==> src/hdl/pamac_pkg.sv <==
// ----------------------------------------------------------------------------
// Polynomial add / multiply accumulator package
// Shared constants, state encoding and the control word that drives the
// row of coefficient cells.
// ----------------------------------------------------------------------------
package pamac_pkg;

   // Defaults for the top-level parameters.
   localparam int MAX_DEGREE_DEF = 10;
   localparam int COEF_WIDTH_DEF = 32;

   // Fixed widths of the transaction fields.
   localparam int COEF_FIELD_W = 32;
   localparam int DEG_FIELD_W  = 4;

   // Sequencer states.
   typedef enum logic [1:0] {
      ST_IDLE,
      ST_ADD,
      ST_MUL,
      ST_EMIT
   } state_type;

   // Control word broadcast to every cell of the row.
   typedef struct packed {
      logic rot_dn;   // every cell takes its upper neighbour's value
      logic rot_up;   // accumulator ring turns the other way, for output
      logic add_acc;  // the selected cell adds the addend to its accumulator
      logic add_pp;   // the selected cell adds the addend to its partial product
      logic commit;   // partial product replaces the accumulator, store clears
   } cell_ctrl_type;

endpackage

==> src/hdl/pamac_cell.sv <==
// ----------------------------------------------------------------------------
// Polynomial coefficient cell
// Holds one accumulated coefficient and one partial-product coefficient and
// passes them to its neighbours as the row rotates.
// ----------------------------------------------------------------------------
module pamac_cell #(
   parameter int STORE_W = pamac_pkg::COEF_WIDTH_DEF
) (
   input  logic                    clock,
   input  logic                    reset,
   input  pamac_pkg::cell_ctrl_type ctrl,
   input  logic                    sel,
   input  logic [STORE_W-1:0]      addend,
   input  logic [STORE_W-1:0]      acc_dn,
   input  logic [STORE_W-1:0]      acc_up,
   input  logic [STORE_W-1:0]      pp_sum_dn,
   output logic [STORE_W-1:0]      acc_q,
   output logic [STORE_W-1:0]      pp_sum
);

   logic [STORE_W-1:0] acc_ff, acc_in;
   logic [STORE_W-1:0] pp_ff, pp_in;
   logic [STORE_W-1:0] acc_sum;

   // Local additions; the partial-product sum is taken before the row shifts.
   assign acc_sum = acc_ff + ((ctrl.add_acc && sel) ? addend : '0);
   assign pp_sum  = pp_ff + ((ctrl.add_pp && sel) ? addend : '0);
   assign acc_q   = acc_ff;

   // Next value of the accumulator coefficient.
   always_comb begin
      if (ctrl.rot_dn) begin
         acc_in = acc_dn;
      end else if (ctrl.rot_up) begin
         acc_in = acc_up;
      end else if (ctrl.commit) begin
         acc_in = pp_sum;
      end else begin
         acc_in = acc_sum;
      end
   end

   // Next value of the partial-product coefficient.
   always_comb begin
      if (ctrl.rot_dn) begin
         pp_in = pp_sum_dn;
      end else if (ctrl.commit) begin
         pp_in = '0;
      end else begin
         pp_in = pp_sum;
      end
   end

   // Coefficient registers, cleared by reset.
   always_ff @(posedge clock) begin
      if (reset) begin
         acc_ff <= '0;
         pp_ff  <= '0;
      end else begin
         acc_ff <= acc_in;
         pp_ff  <= pp_in;
      end
   end

endmodule

==> config.mk <==
export PLATFORM = sky130hd
export DESIGN_NAME = pamac_cell
export DESIGN_NICKNAME = d
export VERILOG_FILES = /design/src/hdl/pamac_pkg.sv /design/src/hdl/pamac_cell.sv
export SDC_FILE = /design/constraint.sdc
export NUM_CORES = 1
export LEC_CHECK = 0
export BUFFER_PORTS_ARGS = -buffer_cell sky130_fd_sc_hd__buf_2
export CORE_MARGIN = 3
export CORE_UTILIZATION = 54
export DETAILED_ROUTE_END_ITERATION = 10
export PLACE_DENSITY = 0.8
export SLEW_MARGIN = 10
export SYNTH_ARGS = -nofsm -noshare
export SYNTH_HDL_FRONTEND = slang
export SYNTH_SLANG_ARGS = --single-unit
export TNS_END_PERCENT = 30
==> constraint.sdc <==
create_clock -name clock -period 4.6 [get_ports clock]
set_input_delay 0.92 -clock clock [delete_from_list [all_inputs] [get_ports clock]]
set_output_delay 0.92 -clock clock [all_outputs]
set_load 0.05 [all_outputs]
==> impl_metrics.csv <==
group,metric,value,unit
placed_design,portbufs,199,
drt,post_drt_via_cell_ratio,6.44,
synthesis,area_contributors_post_synth,"dfxtp_1, ha_1, and3_1, a21oi_1, nor2_1",
clock_tree,clk_path_buf_depth,2,
global_routing,groute.usage.overall,37.2,%
global_routing,antenna_found_initial,0,
synthesis,syn-mean-instance-area,7.40,um^2
sta,maxSlewViolCount,0,
clock_tree,cts_max_level,3,
setup_path,timing.critical_path.fanout_max,7,
global_routing,grt_remaining_overflow,0,
final_layout,final_net_count,1316,
sta,rsz_0062_raised_after_global_routing,"yes",
final_layout,num_antenna_cells,0,
sta,final-setup-viol-count,1,
sta,setup_slack,-0.00909,ns
clock_tree,cts_buffers,9,
drt,final_antenna_net_count,0,
placed_design,detailedPlacementHpwl,20.9,mm
die,rows,40,
drt,wire_per_inst,20.7,um
sta,timing_worst_slew_pin_value,0.717,ns
synthesis,synth-warning-count,0,
run,max_cap_viol_count,0,
synthesis,synth_top_area_cell,"dfxtp_1",
power_and_ir_drop,max-vdd-ir-drop,0.000183,V
die,initial_core_util,55.5,%
run_status,run_status,"finished, violations left",
clock_tree,clock_tree.root_cell,"clkbuf_16",
setup_path,start_kind,"input pin",
drt,detailedRoute.firstIterationViolations,930,
clock_tree,path_clk_slew,0.06,ns
final_layout,final-instance-count-excl-fill,1289,
global_routing,largest_net_degree_at_the_start_of_global_routing,43,
synthesis,asyncSetResetFlopFracSynth,0,%
power_and_ir_drop,power_leakage,4.38,nW
setup_path,critPathKind,"input pin to output port",
synthesis,synth_fp_nets,1108,
global_routing,first_global_vias,7832,
drt,dr_total_vias,8305,
synthesis,synth_cell_type_count,75,
synthesis,mappedNetlistArea,0.00672,mm^2
final_layout,drive_above_1_share,26.6,%
run_status,violations_in_the_final_reports,"setup timing",
drt,remaining_drc_errors,0,
power_and_ir_drop,cellPowerDensity,264,mW/mm^2
synthesis,synth_enable_flop_cells,0,
synthesis,post-synth-top-area-fraction,19.1,%
setup_path,worst-endpoint-arrival,3.69,ns
placed_design,placedCellCount,1270,
clock_tree,tritoncts_clock_tree,"yes",
sta,clock.fmax,0.217,GHz
worst_hold_path,worst_min_path_class,"input pin to register",
die,io_pins,200,
die,die_x,118,um
sta,maxSlewHeadroom,51.9,%
clock_tree,clkSinkCount,64,
sta,final-hold-violation-count,0,
global_routing,grt_pass1_wl,41.0,mm
placed_design,gpl_congestion,1.01,
synthesis,seq_cells_post_synth,64,
die,coreArea,0.0121,mm^2
synthesis,synthesis.instances,908,
final_layout,syn2layout_area_growth,26.4,%
setup_path,req_time_crit_path,3.68,ns
drt,first_pass_iters,7,
sta,finalCriticalPeriod,4.61,ns
drt,drt-total-wl,26.7,mm
sta,skew,0.00595,ns
clock_tree,clk_latency,0.35,ns
synthesis,ys_dominant_reg_cell,"dfxtp_1",
sta,min_period_over_period,100,%
clock_tree,postCtsHoldBufs,0,
setup_path,capturing_element_type_of_the_critical_path,"output port",
synthesis,synth_sequential_area_ratio,19.1,%
die,die_area,0.0138,mm^2
sta,setup_total_negative_slack,-0.00909,ns
die,chipHeight,118,um
[per-layer routing]
metal,vias up,global-route usage [%],part of all wire [%]
met2,542,62.2,46
li1,3867,-,-
met4,0,24.5,7.4
met5,-,0,0
met1,3778,44.2,38
met3,118,5.91,8.6
[worst max-delay path, cell delays in order]
cell and delay [ns]:
buf_2 0.16, buf_4 0.17, and3_1 0.16, ha_1 0.37, nand3_2 0.12, or3_1 0.43, or3_4 0.41, a21oi_4 0.24
nor4_1 0.10, a311oi_2 0.29, buf_2 0.32
[stage by stage]
| step | util, % | cell area [um^2] | hold slack [ns] | total power [mW] | setup WS [ns] |
|---|---|---|---|---|---|
| 2_1_floorplan | - | 6730 | 0.713 | 1.20 | -0.0910 |
| 3_3_place_gp | 67.0 | 8120 | 0.756 | 1.49 | 0.0751 |
| 3_5_place_dp | 67.0 | 8120 | 0.770 | 1.50 | -0.000444 |
| 4_1_cts | 69.6 | 8430 | 0.765 | 2.22 | 0.0217 |
| 5_1_grt | 70.1 | 8490 | 0.773 | 2.33 | -0.127 |
| 6_report | 70.1 | 8490 | 0.770 | 2.24 | -0.00909 |
[registers in the layout, indices dropped and copies added (netlist names)]
signal	cells
acc_q	32
pp_ff	32
[synth_stat cells (20+ instances only)]
| library cell | count |
|---|---|
| a22oi_1 | 30 |
| xnor2_1 | 20 |
| clkbuf_1 | 46 |
| a21o_1 | 37 |
| nand2_1 | 67 |
| dfxtp_1 | 64 |
| ha_1 | 62 |
| a21oi_1 | 79 |
| o21ai_0 | 50 |
| and3_1 | 72 |
| nand3_1 | 20 |
| nor2_1 | 98 |
| nor3_1 | 21 |
[cell usage in the layout (no fill, tap or decap), types with 6 or more instances in the layout]
master	n
a22oi_1	30
a21oi_1	78
xor2_1	18
nand2b_1	6
clkbuf_16	9
a31oi_1	13
o21ai_0	50
a211oi_1	15
a21o_1	37
nor2_1	97
o21a_1	10
o22ai_1	13
o211ai_1	14
a211o_1	6
and3_1	72
ha_1	61
inv_1	13
nor3_1	21
buf_4	53
buf_2	197
nand3_1	20
dfxtp_1	64
xnor2_1	19
nand4_1	9
nand2_1	67
mux2i_1	9
[final cells by class]
cell class	count	area, um^2
clock inverter	5	55.1
multi-input combinational	770	5190
tap	168	210
clock buffer	11	253
timing repair buffer	254	1440
sequential	64	1280
inverter	17	63.8
fill	1070	3620
[worst paths after layout]
check | start | to | slack (ns) | cells past startpoint
hold / removal | acc_dn[27] | acc_q[27]$_SDFF_PP0_ | 0.77 | 3
setup / recovery | sel | pp_sum[28] | -0.009 | 11
hold reg to reg | pp_ff[31]$_SDFF_PP0_ | pp_ff[31]$_SDFF_PP0_ | 0.79 | 4
setup reg to reg | acc_q[0]$_SDFF_PP0_ | acc_q[24]$_SDFF_PP0_ | 1.63 | 11
[power breakdown]
| group | internal (mW) | switching (mW) |
|---|---|---|
| Sequential | 0.593 | 0.0255 |
| Clock | 0.447 | 0.285 |
| Combinational | 0.307 | 0.583 |
| Total | 1.35 | 0.894 |
[logic make-up (layout without fill, tap and decap cells)]
kind of cell / after synthesis / count (layout) / synth area share (%)
xor+xnor: 38 / 38 / 4.95
buf+inv: 74 / 287 / 4.47
simple gates: 326 / 326 / 24.0
mux: 10 / 10 / 1.51
compound gates: 332 / 332 / 33.8
flops: 64 / 64 / 19.1
fa+ha+maj: 64 / 64 / 12.1
[what timing repair did]
| action | in CTS | in global routing |
|---|---|---|
| resized for setup | 1 | 11 |
| endpoints found under the setup margin | 1 | 8 |
| setup buffers | 0 | 3 |
| pin swaps | 0 | 3 |
Power figures use the tool's default switching activity.
