--- config.mk ---
export PLATFORM = sky130hd
export DESIGN_NAME = pamac_ctrl
export DESIGN_NICKNAME = d
export VERILOG_FILES = /design/src/hdl/pamac_pkg.sv /design/src/hdl/pamac_ctrl.sv
export SDC_FILE = /design/constraint.sdc
export NUM_CORES = 1
export LEC_CHECK = 0
export ABC_AREA = 1
export CAP_MARGIN = 25
export CORE_MARGIN = 4
export CORE_UTILIZATION = 40
export CTS_BUF_LIST = sky130_fd_sc_hd__clkbuf_8
export DETAILED_ROUTE_END_ITERATION = 8
export DONT_BUFFER_PORTS = 1
export PLACE_DENSITY_LB_ADDON = 0.1
export SYNTH_ARGS = -nofsm -noshare
export SYNTH_HDL_FRONTEND = slang
export SYNTH_SLANG_ARGS = --single-unit
--- constraint.sdc ---
create_clock -name clock -period 1.2 [get_ports clock]
set_input_delay 0.06 -clock clock [delete_from_list [all_inputs] [get_ports clock]]
set_output_delay 0.06 -clock clock [all_outputs]
set_load 0.01 [all_outputs]
--- src/hdl/pamac_pkg.sv ---
// ----------------------------------------------------------------------------
// Polynomial add / multiply accumulator package
// Shared constants, state encoding and the control word that drives the
// row of coefficient cells.
// ----------------------------------------------------------------------------
package pamac_pkg;

   // Defaults for the top-level parameters.
   localparam int MAX_DEGREE_DEF = 10;
   localparam int COEF_WIDTH_DEF = 32;

   // Fixed widths of the transaction fields.
   localparam int COEF_FIELD_W = 32;
   localparam int DEG_FIELD_W  = 4;

   // Sequencer states.
   typedef enum logic [1:0] {
      ST_IDLE,
      ST_ADD,
      ST_MUL,
      ST_EMIT
   } state_type;

   // Control word broadcast to every cell of the row.
   typedef struct packed {
      logic rot_dn;   // every cell takes its upper neighbour's value
      logic rot_up;   // accumulator ring turns the other way, for output
      logic add_acc;  // the selected cell adds the addend to its accumulator
      logic add_pp;   // the selected cell adds the addend to its partial product
      logic commit;   // partial product replaces the accumulator, store clears
   } cell_ctrl_type;

endpackage

--- src/hdl/pamac_ctrl.sv ---
// ----------------------------------------------------------------------------
// Polynomial accumulator sequencer
// Steps the coefficient row through add, multiply and output passes and
// handles the term handshake.
// ----------------------------------------------------------------------------
module pamac_ctrl #(
   parameter int MAX_DEGREE = pamac_pkg::MAX_DEGREE_DEF,
   parameter int CNT_W      = $clog2(MAX_DEGREE + 2)
) (
   input  logic                     clock,
   input  logic                     reset,
   input  logic                     req_valid,
   input  logic                     req_mode,
   input  logic                     req_last,
   input  logic                     out_free,
   output logic                     req_ready,
   output pamac_pkg::cell_ctrl_type cell_ctrl,
   output logic                     mul_en,
   output logic                     load_rsp,
   output logic [CNT_W-1:0]         cnt
);

   localparam logic [CNT_W-1:0] CNT_LAST = CNT_W'(MAX_DEGREE);
   localparam logic [CNT_W-1:0] CNT_END  = CNT_W'(MAX_DEGREE + 1);

   pamac_pkg::state_type state_ff, state_in;
   logic [CNT_W-1:0]     cnt_ff, cnt_in;
   logic                 last_ff, last_in;

   assign cnt = cnt_ff;

   // State, step counter and last-term mark.
   always_ff @(posedge clock) begin
      if (reset) begin
         state_ff <= pamac_pkg::ST_IDLE;
         cnt_ff   <= '0;
         last_ff  <= 1'b0;
      end else begin
         state_ff <= state_in;
         cnt_ff   <= cnt_in;
         last_ff  <= last_in;
      end
   end

   // Next state and row control.
   always_comb begin
      state_in  = state_ff;
      cnt_in    = cnt_ff;
      last_in   = last_ff;
      req_ready = 1'b0;
      mul_en    = 1'b0;
      load_rsp  = 1'b0;
      cell_ctrl = '0;
      unique case (state_ff)
         pamac_pkg::ST_IDLE: begin
            req_ready = 1'b1;
            if (req_valid) begin
               last_in  = req_last;
               cnt_in   = '0;
               state_in = req_mode ? pamac_pkg::ST_MUL : pamac_pkg::ST_ADD;
            end
         end
         pamac_pkg::ST_ADD: begin
            cell_ctrl.add_acc = 1'b1;
            cnt_in            = '0;
            state_in          = last_ff ? pamac_pkg::ST_EMIT : pamac_pkg::ST_IDLE;
         end
         pamac_pkg::ST_MUL: begin
            if (cnt_ff == CNT_END) begin
               // Final product lands with the ring back at home.
               cell_ctrl.add_pp = 1'b1;
               cell_ctrl.commit = last_ff;
               cnt_in           = '0;
               state_in         = last_ff ? pamac_pkg::ST_EMIT : pamac_pkg::ST_IDLE;
            end else begin
               mul_en           = 1'b1;
               cell_ctrl.rot_dn = 1'b1;
               cell_ctrl.add_pp = (cnt_ff != '0);
               cnt_in           = cnt_ff + 1'b1;
            end
         end
         pamac_pkg::ST_EMIT: begin
            if (out_free) begin
               load_rsp         = 1'b1;
               cell_ctrl.rot_up = 1'b1;
               if (cnt_ff == CNT_LAST) begin
                  cnt_in   = '0;
                  state_in = pamac_pkg::ST_IDLE;
               end else begin
                  cnt_in = cnt_ff + 1'b1;
               end
            end
         end
         default: begin
            state_in = pamac_pkg::ST_IDLE;
         end
      endcase
   end

endmodule

==> flow_summary.ini <==
[worst_setup_path]
crit_buf_inv = 2
crit_type = reg -> out
crit_required_ns = 1.14
cp.arrival_ns = 1.16
cp_top_family = flip-flops
crit_path_start_kind = flip-flop
critPathMaxFanout = 7
worstPathCellList = ha_4 > nand3_2 > nand2_4 > buf_6 > inv_4
max_stage_delay_ns = 0.39
crit_slowest_cell = dfxtp_4
critPathCaptureType = output port

[yosys]
syn_inst = 88
ys_seq_area_share_pct = 23.0
yosysWarnings = 0
synth-xor-area-share_pct = 0
synthMuxAreaShare_pct = 0
yosysTopAreaCell = dfxtp_1
yosysTopAreaCellShare_pct = 23.0
synth_area_um2 = 609
synth-simple-area-share_pct = 35.5
synthesis.nets = 103
avgSynthCellArea_um2 = 6.92
synth_area_leaders = dfxtp_1 (23%), ha_1 (18%), nand2_1 (16%)
synthAdderAreaFrac_pct = 18.5
synth_compound_area_share_pct = 5.75
ys_types = 17
synth_top_family_by_area = simple AND/OR/NAND/NOR gates
ys_ff_latch = 7

[sta]
max_slew.worst_pin.slew_ns = 0.206
fin_setup_tns_ns = -0.0429
hold_ws_ns = 0.00256
finalSetupViolations = 2
min_period_over_period_pct = 102
slew_headroom_pct = 86.1
hold_viol = 0
finalWorstSetupSlack_ns = -0.0215
slew_violations = 0
timing.final.crit_period_ns = 1.22
grt_setup_unrepaired = yes
fmax_mhz = 819
finClkSkew_ns = 0.00128

[cells_and_area]
nets = 125
layout-drive-gt1-share_pct = 50.5
n_antenna_cell = 0
area_delta_synth_final_pct = 53.4

[clock_tree]
cts.sinks = 7
clockRootBuffer = clkbuf_8
clockBufferDepth = 2
clkTransAtPathRegs_ns = 0.04
htreeDepth = 1
cts_inserted_buffers = 3
clkLatencyLatePin_ns = 0.23
cts_tree = done

[worst_hold_path]
hp-class = in -> reg

[floorplanning]
die-area_um2 = 2210
core_area_um2 = 1370
io_pins = 18
initial_core_util_pct = 44.6
dieWidth_um = 47.0
rows = 13
die_h_um = 47.0

[grt]
grt-ovfl-total = 0
grt_pass1_vias = 562
grt_antenna_before_repair = 0
grt_usage_pct = 14.8
grt_pass1_wl_um = 2350
grt_max_degree = 8

[power]
p_per_area_nw_per_um2 = 2350
intPower_mw = 1.23
switching_share_pct = 44.1
ir_worst_vdd_v = 0.00153
power_frac_seq_pct = 20.0
power.switching_mw = 0.969
power.leakage_nw = 0.422
combPwrFrac_pct = 64.8
clkPwrFrac_pct = 15.2

[drt]
drt_iter0_drc = 12
antenna_left = 0
routed_via_density = 4.85
wire_per_inst_um = 12.6
firstDrtPassIters = 4
drc = 0
vias = 601
drt_wl_total_um = 1560

[outcome]
violations = setup timing
status = finished with violations

[placed_design]
place.gp.congestion = 0.787
port_buffers = 0
dp_hpwl_um = 1110

[job]
maxCapViolCount = 0
sequential cells by signal, indices dropped and copies added (netlist names):
signal	cells
cnt	4
last_ff	1
state_ff	2
path summary, 6_finish.rpt:
kind / from / endpoint / cells past startpoint / slack [ns]
max reg2reg: cnt[0] / state_ff[0] / 8 / 0.01
min: req_valid / last_ff / 2 / 0.003
min reg2reg: last_ff / last_ff / 2 / 0.49
max: cnt[1] / cell_ctrl[4] / 5 / -0.02
what timing repair did:
item / CTS / global route
buffers inserted: 0 / 4
resized for setup: 12 / 21
gates cloned: 0 / 0
hold buffers: 2 / 0
pin swaps: 2 / 6
hold endpoints to repair: 6 / 0
setup endpoints to repair: 9 / 12
cells in the final DEF, fill, tap and decap left out:
cell / count
nor2_4: 1
a31oi_4: 1
dfxtp_4: 4
ha_1: 4
nor2_2: 2
nand3_2: 2
a21oi_2: 1
ha_4: 4
inv_2: 5
ha_2: 1
inv_4: 2
nand2_1: 22
inv_8: 2
nand2_4: 3
inv_1: 7
buf_4: 15
nand3_4: 1
dlygate4sd3_1: 2
nand3_1: 6
buf_6: 2
nand2_2: 5
nor2_1: 5
clkbuf_8: 3
a21oi_1: 3
o21ai_0: 1
nand4_1: 1
clkinv_2: 1
dfxtp_1: 3
kinds of logic (layout without fill, tap and decap cells):
logic type / after synthesis / count (layout)
AO/OA/AOI/OAI: 6 / 6
AND/OR/NAND/NOR: 48 / 48
buffers and inverters: 18 / 39
flip-flops: 7 / 7
adder cells (fa/ha/maj): 9 / 9
per-stage QoR:
stage	std cells	instance area (um^2)	total power, mW	util [%]	setup slack [ns]
2_1_floorplan	88	634	1.23	-	0.00188
3_3_place_gp	114	736	1.54	53.8	-0.126
3_5_place_dp	114	736	1.54	53.8	-0.110
4_1_cts	120	837	1.97	61.3	-0.0197
5_1_grt	124	935	2.39	68.4	-0.0774
6_report	124	935	2.20	68.4	-0.0215
cell type report:
class | count | area (um^2)
Inverter | 16 | 80.1
Clock buffer | 3 | 41.3
Multi-Input combinational cell | 63 | 479
Fill cell | 111 | 432
Clock inverter | 1 | 5.00
Timing Repair Buffer | 19 | 155
Sequential cell | 7 | 155
Tap cell | 15 | 18.8
synthesized netlist by cell type:
| cell | count |
|---|---|
| a21oi_2 | 1 |
| o21ai_0 | 1 |
| nand2_2 | 4 |
| inv_1 | 11 |
| dfxtp_1 | 7 |
| a31oi_1 | 1 |
| ha_1 | 9 |
| nand3_1 | 8 |
| inv_2 | 2 |
| bufinv_8 | 2 |
| nand2_1 | 26 |
| nand4_1 | 1 |
| nand3_4 | 1 |
| a21oi_1 | 3 |
| nor2_1 | 8 |
| buf_4 | 2 |
| inv_4 | 1 |
power groups by stage:
stage               Clock, mW  Combinational (mW)  Sequential [mW]
floorplan                   0               0.859            0.367
global placement            0                1.18            0.363
detailed placement          0                1.17            0.365
CTS                     0.341                1.24            0.382
global route            0.354                1.58            0.455
finish                  0.334                1.42            0.439
routing by layer:
metal	share of wire, %	global-route usage [%]
met1	45	20.5
met5	0	0
met2	48	23.0
met3	7.5	4.98
met4	0	1.66
worst reg2reg max path, stage by stage (launching register included):
cell and delay [ns]:
dfxtp_4 0.36, inv_2 0.09, ha_4 0.15, nand3_2 0.09
nand2_2 0.11, nand3_4 0.10, nand2_2 0.09, nand2_2 0.04
nor2_2 0.09
(Power assumes the default switching activity.)
